File: config.mk
export PLATFORM = sky130hd
export DESIGN_NAME = morse_text_codec_unit
export DESIGN_NICKNAME = d
export VERILOG_FILES = /design/src/hdl/mtc_pkg.sv /design/src/hdl/morse_text_codec_unit.sv
export SDC_FILE = /design/constraint.sdc
export NUM_CORES = 1
export LEC_CHECK = 0
export BUFFER_PORTS_ARGS = -buffer_cell sky130_fd_sc_hd__buf_2
export CORE_UTILIZATION = 35
export CTS_BUF_LIST = sky130_fd_sc_hd__clkbuf_4
export DETAILED_ROUTE_END_ITERATION = 8
export PLACE_DENSITY = 0.57
export SLEW_MARGIN = 40
export SYNTH_ARGS = -nofsm -noshare
export SYNTH_HDL_FRONTEND = slang
export SYNTH_SLANG_ARGS = --single-unit
File: constraint.sdc
create_clock -name clock -period 6.2 [get_ports clock]
set_input_delay 0.93 -clock clock [delete_from_list [all_inputs] [get_ports clock]]
set_output_delay 0.93 -clock clock [all_outputs]
set_load 0.1 [all_outputs]
File: src/hdl/mtc_pkg.sv
// ----------------------------------------------------------------------------
// mtc_pkg
// Shared types, character codes and the Morse code table for the text codec.
// ----------------------------------------------------------------------------
`default_nettype none

package mtc_pkg;

   localparam int unsigned MAX_SYMBOLS = 5;
   localparam int unsigned MAX_RESULTS = 6;
   localparam int unsigned CODE_COUNT  = 36;
   localparam int unsigned LETTER_COUNT = 26;

   localparam logic [7:0] ASCII_TAB   = 8'h09;
   localparam logic [7:0] ASCII_LF    = 8'h0A;
   localparam logic [7:0] ASCII_CR    = 8'h0D;
   localparam logic [7:0] ASCII_SPACE = 8'h20;
   localparam logic [7:0] ASCII_DASH  = 8'h2D;
   localparam logic [7:0] ASCII_DOT   = 8'h2E;
   localparam logic [7:0] ASCII_ZERO  = 8'h30;
   localparam logic [7:0] ASCII_NINE  = 8'h39;
   localparam logic [7:0] ASCII_UPPER_A = 8'h41;
   localparam logic [7:0] ASCII_UPPER_Z = 8'h5A;
   localparam logic [7:0] ASCII_LOWER_A = 8'h61;
   localparam logic [7:0] ASCII_LOWER_X = 8'h78;
   localparam logic [7:0] ASCII_LOWER_Z = 8'h7A;
   localparam logic [7:0] CASE_OFFSET   = 8'h20;

   localparam logic       MODE_ENCODE = 1'b0;
   localparam logic       MODE_DECODE = 1'b1;

   // One Morse code: bit i of pat is symbol i, set for a dash.
   typedef struct packed {
      logic [2:0] len;
      logic [4:0] pat;
   } code_type;

   typedef struct packed {
      logic [4:0] pat;
      logic [2:0] len;
      logic       space_mark;
      logic       invalid;
   } token_type;

   typedef struct packed {
      logic       valid;
      logic [7:0] char;
   } emit_type;

   function automatic code_type code_entry(input logic [5:0] idx);
      code_type c;
      case (idx)
         6'd0:  c = '{len: 3'd2, pat: 5'b00010};
         6'd1:  c = '{len: 3'd4, pat: 5'b00001};
         6'd2:  c = '{len: 3'd4, pat: 5'b00101};
         6'd3:  c = '{len: 3'd3, pat: 5'b00001};
         6'd4:  c = '{len: 3'd1, pat: 5'b00000};
         6'd5:  c = '{len: 3'd4, pat: 5'b00100};
         6'd6:  c = '{len: 3'd3, pat: 5'b00011};
         6'd7:  c = '{len: 3'd4, pat: 5'b00000};
         6'd8:  c = '{len: 3'd2, pat: 5'b00000};
         6'd9:  c = '{len: 3'd4, pat: 5'b01110};
         6'd10: c = '{len: 3'd3, pat: 5'b00101};
         6'd11: c = '{len: 3'd4, pat: 5'b00010};
         6'd12: c = '{len: 3'd2, pat: 5'b00011};
         6'd13: c = '{len: 3'd2, pat: 5'b00001};
         6'd14: c = '{len: 3'd3, pat: 5'b00111};
         6'd15: c = '{len: 3'd4, pat: 5'b00110};
         6'd16: c = '{len: 3'd4, pat: 5'b01011};
         6'd17: c = '{len: 3'd3, pat: 5'b00010};
         6'd18: c = '{len: 3'd3, pat: 5'b00000};
         6'd19: c = '{len: 3'd1, pat: 5'b00001};
         6'd20: c = '{len: 3'd3, pat: 5'b00100};
         6'd21: c = '{len: 3'd4, pat: 5'b01000};
         6'd22: c = '{len: 3'd3, pat: 5'b00110};
         6'd23: c = '{len: 3'd4, pat: 5'b01001};
         6'd24: c = '{len: 3'd4, pat: 5'b01101};
         6'd25: c = '{len: 3'd4, pat: 5'b00011};
         6'd26: c = '{len: 3'd5, pat: 5'b11111};
         6'd27: c = '{len: 3'd5, pat: 5'b11110};
         6'd28: c = '{len: 3'd5, pat: 5'b11100};
         6'd29: c = '{len: 3'd5, pat: 5'b11000};
         6'd30: c = '{len: 3'd5, pat: 5'b10000};
         6'd31: c = '{len: 3'd5, pat: 5'b00000};
         6'd32: c = '{len: 3'd5, pat: 5'b00001};
         6'd33: c = '{len: 3'd5, pat: 5'b00011};
         6'd34: c = '{len: 3'd5, pat: 5'b00111};
         6'd35: c = '{len: 3'd5, pat: 5'b01111};
         default: c = '{len: 3'd0, pat: 5'b00000};
      endcase
      return c;
   endfunction

   // Character that a table entry stands for.
   function automatic logic [7:0] entry_char(input logic [5:0] idx);
      logic [7:0] c;
      if (idx < 6'(LETTER_COUNT)) begin
         c = ASCII_LOWER_A + {2'b00, idx};
      end else begin
         c = ASCII_ZERO + {2'b00, idx} - 8'(LETTER_COUNT);
      end
      return c;
   endfunction

endpackage

`default_nettype wire

File: src/hdl/morse_text_codec_unit.sv
// ----------------------------------------------------------------------------
// morse_text_codec_unit
// ASCII to Morse encoder and Morse to ASCII decoder, one byte per beat.
// ----------------------------------------------------------------------------
//  channel   direction  ports                                  beat
//  req       in         req_valid/req_stall, char_in, eol      one ASCII byte
//  rsp       out        rsp_valid/rsp_stall, char_out, last    one output byte
//  csr       in         csr_wr_en, csr_wr_data                 mode bit
//
//  An input byte is worked out in the cycle it is taken and its results are
//  loaded into a burst buffer; the buffer hands one result per cycle to the
//  single output register while the output is not stalled. A byte has up to
//  6 results when encoding and up to 2 when decoding. Reset clears the mode,
//  the pending token and both buffers. A stalled output holds its byte and
//  the burst buffer; a new byte is taken as soon as the last result of the
//  previous one moves to the output.
// ----------------------------------------------------------------------------
`default_nettype none

module morse_text_codec_unit
   import mtc_pkg::*;
(
   input  wire logic       clock,
   input  wire logic       reset,
   input  wire logic       csr_wr_en,
   input  wire logic       csr_wr_data,
   input  wire logic       req_valid,
   output logic            req_stall,
   input  wire logic [7:0] req_char_in,
   input  wire logic       req_end_of_line,
   output logic            rsp_valid,
   input  wire logic       rsp_stall,
   output logic [7:0]      rsp_char_out,
   output logic            rsp_last
);

   logic            mode_ff;
   token_type       token_ff, token_in;
   logic [7:0]      burst_ff [MAX_RESULTS];
   logic [7:0]      burst_in [MAX_RESULTS];
   logic [2:0]      burst_cnt_ff, burst_cnt_in;
   logic            rsp_valid_ff, rsp_valid_in;
   logic [7:0]      rsp_char_ff, rsp_char_in;
   logic            rsp_last_ff, rsp_last_in;

   logic            out_free, take, accept;

   // Per-item result list
   logic [7:0]      list [MAX_RESULTS];
   logic [2:0]      list_cnt;
   token_type       token_next;

   function automatic emit_type flush(input token_type t);
      emit_type e;
      code_type ce;
      e = '{valid: 1'b0, char: ASCII_SPACE};
      if (!t.invalid) begin
         if (t.space_mark) begin
            e = '{valid: 1'b1, char: ASCII_SPACE};
         end else if (t.len != 3'd0) begin
            for (int i = 0; i < CODE_COUNT; i++) begin
               ce = code_entry(6'(i));
               if (ce.len == t.len && ce.pat == t.pat) begin
                  e = '{valid: 1'b1, char: entry_char(6'(i))};
               end
            end
         end
      end
      return e;
   endfunction

   function automatic token_type add_symbol(input token_type t, input logic [7:0] c);
      token_type r;
      logic      empty;
      r = t;
      empty = (t.len == 3'd0) && !t.space_mark && !t.invalid;
      if (c == ASCII_DOT || c == ASCII_DASH) begin
         if (t.space_mark || t.len >= 3'(MAX_SYMBOLS)) begin
            r.invalid = 1'b1;
         end else begin
            if (c == ASCII_DASH) begin
               r.pat = t.pat | (5'b00001 << t.len);
            end
            r.len = t.len + 3'd1;
         end
      end else if (c == ASCII_LOWER_X && empty) begin
         r.space_mark = 1'b1;
      end else begin
         r.invalid = 1'b1;
      end
      return r;
   endfunction

   always_comb begin
      logic [7:0] c;
      logic [5:0] idx;
      logic       is_code;
      logic       is_ws;
      code_type   ce;
      token_type  tok_a;
      emit_type   em0, em1;

      for (int k = 0; k < MAX_RESULTS; k++) begin
         list[k] = ASCII_SPACE;
      end
      list_cnt   = 3'd0;
      token_next = token_ff;
      c          = req_char_in;
      idx        = 6'd0;
      is_code    = 1'b0;
      ce         = '0;
      tok_a      = token_ff;
      em0        = '0;
      em1        = '0;
      is_ws      = (c == ASCII_SPACE) || (c >= ASCII_TAB && c <= ASCII_CR);

      if (mode_ff == MODE_ENCODE) begin
         if (c >= ASCII_UPPER_A && c <= ASCII_UPPER_Z) begin
            c = c + CASE_OFFSET;
         end
         if (c >= ASCII_LOWER_A && c <= ASCII_LOWER_Z) begin
            idx     = 6'(c - ASCII_LOWER_A);
            is_code = 1'b1;
         end else if (c >= ASCII_ZERO && c <= ASCII_NINE) begin
            idx     = 6'(c - ASCII_ZERO) + 6'(LETTER_COUNT);
            is_code = 1'b1;
         end
         ce = code_entry(idx);
         if (is_code) begin
            for (int k = 0; k < MAX_SYMBOLS; k++) begin
               if (3'(k) < ce.len) begin
                  list[k] = ce.pat[k] ? ASCII_DASH : ASCII_DOT;
               end
            end
            list_cnt = ce.len + 3'd1;
         end else if (c == ASCII_SPACE) begin
            list[0]  = ASCII_LOWER_X;
            list_cnt = 3'd2;
         end else begin
            list_cnt = 3'd1;
         end
      end else begin
         if (is_ws) begin
            em0   = flush(token_ff);
            tok_a = '0;
         end else begin
            tok_a = add_symbol(token_ff, c);
         end
         if (req_end_of_line) begin
            em1        = flush(tok_a);
            token_next = '0;
         end else begin
            token_next = tok_a;
         end
         if (em0.valid) begin
            list[list_cnt] = em0.char;
            list_cnt       = list_cnt + 3'd1;
         end
         if (em1.valid) begin
            list[list_cnt] = em1.char;
            list_cnt       = list_cnt + 3'd1;
         end
         if (req_end_of_line) begin
            list[list_cnt] = ASCII_LF;
            list_cnt       = list_cnt + 3'd1;
         end
      end
   end

   // Handshake: take a new byte once the burst is empty or about to drain.
   assign out_free  = !rsp_valid_ff || !rsp_stall;
   assign take      = (burst_cnt_ff != 3'd0) && out_free;
   assign req_stall = !((burst_cnt_ff == 3'd0) || (burst_cnt_ff == 3'd1 && out_free));
   assign accept    = req_valid && !req_stall;

   always_comb begin
      burst_in     = burst_ff;
      burst_cnt_in = burst_cnt_ff;
      token_in     = token_ff;
      rsp_valid_in = rsp_valid_ff;
      rsp_char_in  = rsp_char_ff;
      rsp_last_in  = rsp_last_ff;

      if (take) begin
         rsp_valid_in = 1'b1;
         rsp_char_in  = burst_ff[0];
         rsp_last_in  = (burst_cnt_ff == 3'd1);
      end else if (out_free) begin
         rsp_valid_in = 1'b0;
      end

      if (accept) begin
         burst_in     = list;
         burst_cnt_in = list_cnt;
         if (mode_ff == MODE_DECODE) begin
            token_in = token_next;
         end
      end else if (take) begin
         // advance the burst by one
         for (int k = 0; k < MAX_RESULTS - 1; k++) begin
            burst_in[k] = burst_ff[k + 1];
         end
         burst_cnt_in = burst_cnt_ff - 3'd1;
      end
   end

   always_ff @(posedge clock) begin
      if (reset) begin
         mode_ff      <= MODE_ENCODE;
         token_ff     <= '0;
         burst_cnt_ff <= 3'd0;
         rsp_valid_ff <= 1'b0;
      end else begin
         if (csr_wr_en) begin
            mode_ff <= csr_wr_data;
         end
         token_ff     <= token_in;
         burst_cnt_ff <= burst_cnt_in;
         rsp_valid_ff <= rsp_valid_in;
      end
   end

   always_ff @(posedge clock) begin
      burst_ff    <= burst_in;
      rsp_char_ff <= rsp_char_in;
      rsp_last_ff <= rsp_last_in;
   end

   assign rsp_valid    = rsp_valid_ff;
   assign rsp_char_out = rsp_char_ff;
   assign rsp_last     = rsp_last_ff;

   // A burst never holds more than six results.
   a_burst_bound: assert property (@(posedge clock) disable iff (reset)
      burst_cnt_ff <= 3'(MAX_RESULTS))
      else $error("burst count out of range");

   // A token is never longer than five symbols.
   a_token_len: assert property (@(posedge clock) disable iff (reset)
      token_ff.len <= 3'(MAX_SYMBOLS))
      else $error("token length out of range");

   // A space mark carries no symbols.
   a_space_mark: assert property (@(posedge clock) disable iff (reset)
      token_ff.space_mark |-> token_ff.len == 3'd0)
      else $error("space mark with symbols");

   // No pattern bit beyond the token length.
   a_token_pat: assert property (@(posedge clock) disable iff (reset)
      (token_ff.pat >> token_ff.len) == 5'd0)
      else $error("stray pattern bit");

   // A beat that is not the last of its byte is followed by another.
   a_burst_cont: assert property (@(posedge clock) disable iff (reset)
      (rsp_valid_ff && !rsp_stall && !rsp_last_ff) |=> rsp_valid_ff)
      else $error("burst broken before last beat");

endmodule

`default_nettype wire
### Word-level counts from Yosys, hierarchy flattened

Memory sizes are Yosys's and may differ from the RTL's.
Cells that the tools add are included.

| storage, ports and cells | value |
|---|---|
| ROM bits | 512 |
| input bits | 15 |
| register bits after elaboration | 72 |
| memories kept | 1 |

Memory list:

| name | words | bits a word | read ports | clocked after Yosys merged registers in | write ports | line | source |
|---|---|---|---|---|---|---|---|
| (no name shown) | 64 | 8 | 1 | 0 | 0 | mtc_pkg.sv:52 | `case (idx)` |

| cells by class | value |
|---|---|
| bitwise gates (word level) | 6 |
| multiplexer cells | 500 |
| add/sub/neg operators | 9 |
| reduce and logical (&&, ||, !) cells | 102 |
| eq/ne operators | 150 |
| magnitude comparators | 18 |
| shifts and indexed selects | 1 |

Operators by type and width:

| kind | number |
|---|---|
| 8-bit 2-to-1 mux | 370 |
| 9-bit 2-to-1 mux | 82 |
| 5-bit == test | 72 |
| 3-bit == test | 72 |
| 48-bit 2-to-1 mux | 3 |
| 40-bit 2-to-1 mux | 3 |
| 1-bit logical AND | 84 |
| 48-bit bitwise mux | 1 |
| 8-bit demux with 3-bit select | 2 |
| 36-bit AND | 1 |
| 36-bit NOT | 1 |
| 8-bit by 6-bit == test with 1-bit output, second input constant | 4 |
| 32-bit 2-to-1 mux | 1 |
| 10-bit 2-to-1 mux | 3 |
| 3-bit 2-to-1 mux | 8 |
| 4-bit 2-to-1 mux | 5 |
| 6-bit 2-to-1 mux | 3 |
| 8-bit by 7-bit greater-or-equal comparator with 1-bit output, second input constant | 2 |
| 8-bit by 7-bit <= comparator with 1-bit output, second input constant | 2 |
| 3-bit by 1-bit adder with 3-bit output, second input constant | 4 |
| 2-bit 2-to-1 mux | 6 |
| 12-bit OR | 1 |
| 6-bit subtractor, second input constant | 2 |
| 1-bit 2-to-1 mux | 11 |
| 26 further kinds | 43 |

### Depth between registers and ports, before layout

| logic depth | value |
|---|---|
| word-level depth | 69 |
| mapped depth | 23 |
| mapped depth without buffers | 20 |

### Worst setup path after synthesis

No wires, ideal clock.

| timing path | value |
|---|---|
| kind | input port to flip-flop |
| start point | input port req_char_in[1] |
| end point | register burst_ff[46] in the netlist's numbering (data pin) |
| library setup time | 0.261 ns |
| arrival time | 4.372 ns |
| path buffers | 2 |
| data required time | 5.939 ns |
| path slack | 1.567 ns |
| cell stages on the path | 19 |
| path through | inv_1 > ha_1 > or4b_1 > o211ai_1 > and2_1 > clkbuf_1 > or3_1 > buf_4 > nor2_1 > or4_1 > nand4b_4 > o221a_2 > inv_1 > ha_1 > nand2_1 > and2_1 > nand2_1 > a211oi_1 > o32a_1 |

RTL lines:

| item | line | source |
|---|---|---|
| start: declaration | morse_text_codec_unit.sv:29 | `input wire logic [7:0] req_char_in,` |
| end signal: assignment | morse_text_codec_unit.sv:224 | `burst_ff <= burst_in;` |
| end: declaration | morse_text_codec_unit.sv:39 | `logic [7:0] burst_ff [MAX_RESULTS];` |

==> run metrics <==
number of max-slew violations in the final report 0; R2R setup slack approximately 1.3 ns; compound-gate portion of the synthesized area 30.06%; die extent in x 124.4 um; crit path launch type input port; total number of placement rows 44; Antenna Diode Count 0; post-CTS setup buffer count 0; number of synthesized flops with an enable pin 35; maximum number of buffers from clock root to sink 2; GRT Overall Usage 21.53%; IO buf count 24; longest individual stage delay on the worst path 0.54 ns; end point of the worst hold path rsp_char_out[4]; depth of the worst register-to-register path 19; transition at the pin with the smallest max-transition slack just over 0.8 ns; post-layout min period 5.004 ns; Congestion Overflow GR 0; status finished, final reports clean; post-synthesis instance area between 0.005 and 0.006 sq mm; Post-Route WL 16,880 um; latest clock arrival within the worst-skew pair 0.35 ns; via count of the first global-routing pass approximately 5,000; slowest cell on the critical path sky130_fd_sc_hd__or4_1; DRC violation count after routing 0; number of antenna violations at the first check in global routing 0; startpoint of the worst register-to-register path token_ff[4]; dominant combinational cell family by area after synthesis compound AO/OA/AOI/OAI gates; type of the worst setup path input port to flip-flop; RSZ-0062 raised after global routing false; share of the synthesized netlist area taken by xor and xnor gates 1.670%; biggest area contributors in the synthesized netlist sky130_fd_sc_hd__edfxtp_1 (20%), sky130_fd_sc_hd__ha_1 (6.4%), sky130_fd_sc_hd__dfxtp_1 (5.7%); largest area contributor in the netlist sky130_fd_sc_hd__edfxtp_1; final worst setup slack 1.196 ns; final hold violation count 0; Top-Level Pins 26; worst rel slew slack 44.61%; proportion of netlist area held by the largest area contributor roughly 20%; most frequent CP cell sky130_fd_sc_hd__nand2_1; DR vias/cell 6.162; CTS tree done; total setup violations reported at the end of the flow 0; pwr dens 246.7 mW/mm^2; sum of negative setup slack 0 ns; number of register bits inferred by synthesis 50; Adder-Cell Fraction of Synth Area 6.441%; Vias about 5,400; Tcrit/Tclk final 80.71%; hold path startpoint burst_ff[44]; clock slew seen by the registers of the worst setup and hold paths between 0.1 and 0.15 ns; drt first-iter violations 558; maximum clock skew at final layout 0.01194 ns; average wire length per cell after detail routing 19.27 um; Synth Warn # 0; required arrival time at the worst endpoint 6.29 ns; GP Congestion 0.8820; critical path endpoint category flip-flop; Final nets 733; CORE AREA 0.01459 sq mm; worst-case setup slack after placement 0.8909 ns; number of instances in the synthesized netlist 694; fraction of layout instances using a drive strength above 1 10.12%; most frequently used flop master after synthesis sky130_fd_sc_hd__edfxtp_1; leak pwr between 2 and 2.5 nW; Root Driver sky130_fd_sc_hd__clkbuf_4; pin count of the biggest net entering global routing 32; Starting Density 35.95%; sequential element share of the synthesized area between 20% and 30%; hold path depth 0; Routed Antenna Nets 0; post-cts sizing count 0; detailed-placement wirelength estimate 12,830 um; Reg2Reg Capture Point burst_ff[40]; number of unique standard cell types used by synthesis between 80 and 90; clock buffers created by TritonCTS 5; Layout Area Growth over Synthesis 5.988%; total of max-cap violations 0; fraction of synthesized area in multiplexers less than 1%; class of the worst hold path flip-flop to flip-flop; mean area per synthesized cell 7.558 sq um; Pre-antenna DRT Iters 5; crit path max fanout 16; number of sinks driven by the clock tree 50; die area between 0.015 and 0.02 sq mm; critical path arrival 5.09 ns; peak supply drop 0.1493 mV; worst-path cell chain buf_2 > inv_1 > ha_1 > or4b_1 > o211ai_1 > nand2_1 > nand4_1 > o22ai_1 > or4_1 > nand4b_4 > o221a_2 > inv_1 > ha_1 > nand2_1 > nand2_1 > nor2_1 > nand2_1 > a41oi_1 > a21oi_1 > o21ai_0; Synth Area in Simple Gates between 20 and 30%; share of flip-flops with an asynchronous set or reset 0%; post-cts hold buffer count 0; number of H-tree branching levels 2; wire length of the first global-routing pass 27,540 um; die extent in y 124.4 um; fmax 199.8 MHz
## cells in the final DEF, fill, tap and decap left out, types with 22 or more instances in the layout
cell / instances
sky130_fd_sc_hd__a21oi_1: 46
sky130_fd_sc_hd__buf_2: 26
sky130_fd_sc_hd__edfxtp_1: 35
sky130_fd_sc_hd__ha_1: 27
sky130_fd_sc_hd__inv_1: 22
sky130_fd_sc_hd__nand2_1: 79
sky130_fd_sc_hd__nand3_1: 26
sky130_fd_sc_hd__nor2_1: 71
sky130_fd_sc_hd__nor3_1: 31
sky130_fd_sc_hd__o21ai_0: 46
## cell usage after synthesis (6+ instances only)
| cell type | instances |
|---|---|
| sky130_fd_sc_hd__a211o_1 | 7 |
| sky130_fd_sc_hd__a211oi_1 | 10 |
| sky130_fd_sc_hd__a21o_1 | 7 |
| sky130_fd_sc_hd__a21oi_1 | 48 |
| sky130_fd_sc_hd__a22oi_1 | 7 |
| sky130_fd_sc_hd__a31o_2 | 6 |
| sky130_fd_sc_hd__a31oi_1 | 15 |
| sky130_fd_sc_hd__and2_1 | 7 |
| sky130_fd_sc_hd__clkbuf_1 | 35 |
| sky130_fd_sc_hd__dfxtp_1 | 15 |
| sky130_fd_sc_hd__edfxtp_1 | 35 |
| sky130_fd_sc_hd__ha_1 | 27 |
| sky130_fd_sc_hd__inv_1 | 22 |
| sky130_fd_sc_hd__nand2_1 | 80 |
| sky130_fd_sc_hd__nand2b_1 | 17 |
| sky130_fd_sc_hd__nand3_1 | 26 |
| sky130_fd_sc_hd__nand4_1 | 8 |
| sky130_fd_sc_hd__nor2_1 | 71 |
| sky130_fd_sc_hd__nor2b_1 | 13 |
| sky130_fd_sc_hd__nor3_1 | 32 |
| sky130_fd_sc_hd__nor4_1 | 6 |
| sky130_fd_sc_hd__o211ai_1 | 12 |
| sky130_fd_sc_hd__o21ai_0 | 46 |
| sky130_fd_sc_hd__o22ai_1 | 9 |
| sky130_fd_sc_hd__o31ai_1 | 7 |
| sky130_fd_sc_hd__or3_1 | 8 |
## flip-flops by register name, summed over array words and instances (netlist names)
name / flops
rsp_last: 1
rsp_char_out: 7
burst_cnt_ff: 3
burst_ff: 27
token_ff: 10
rsp_valid: 1
mode_ff: 1
## metrics by stage
stage                     hold WS, ns  total power [mW]  std cells  utilization, %  area (sq um)
after global routing           0.4228             1.449        876           38.10          5559
after detailed placement       0.4079             1.230        867           37.56          5480
after floorplan                0.4003             1.091        696               -          5253
after CTS                      0.4260             1.377        875           37.95          5537
final                          0.4268             1.371        876           38.10          5559
after global placement         0.4059             1.212        866           37.44          5461
## final cells by class
class,instances,area [sq um]
Fill cell,1533,9030
Inverter,22,82.58
Clock buffer,7,52.55
Multi-Input combinational cell,578,3647
Sequential cell,50,1353
Timing Repair Buffer,34,190.2
Tap cell,184,230.2
Clock inverter,1,3.754
## where the power goes
group / internal [mW] / switching (mW)
clock: 0.0527 / 0.0965
combinational: 0.148 / 0.505
sequential: 0.532 / 0.0369
total: 0.733 / 0.639
## worst max-delay path, delay by kind of cell
family | cells | cell delay (ns)
and+or+nand+nor | 9 | 2.44
AOI/OAI and AO/OA | 6 | 0.94
adders and majority gates | 2 | 0.44
buffers and inverters | 3 | 0.34
## how the worst max path moves through the flow
stage	startpoint	to	slack, ns	cells after the start
after floorplan	req_char_in[1]	burst_ff[46]	1.57	19
final	req_char_in[1]	burst_ff[40]	1.20	20
after detailed placement	req_char_in[1]	burst_ff[40]	0.89	20
after global routing	req_char_in[1]	burst_ff[40]	0.88	21
after global placement	req_char_in[1]	burst_ff[40]	0.88	20
after CTS	req_char_in[1]	burst_ff[40]	1.25	20
## metal layers
layer / vias up / routed length [um] / GRT usage, %
met3: 18 / 771 / 2.062
li1: 2600 / - / -
met1: 2604 / 7962 / 30.29
met5: - / 0 / 0
met4: 0 / 182 / 3.473
met2: 176 / 7965 / 36.01
## logic make-up (layout without fill, tap and decap cells)
group,after synthesis,count (layout)
other cells,1,3
flops,50,50
mux,5,5
simple gates,302,302
compound gates,231,231
xor+xnor,10,10
buf+inv,68,64
fa+ha+maj,27,27
Note: power is estimated with default switching activity, not from simulation.
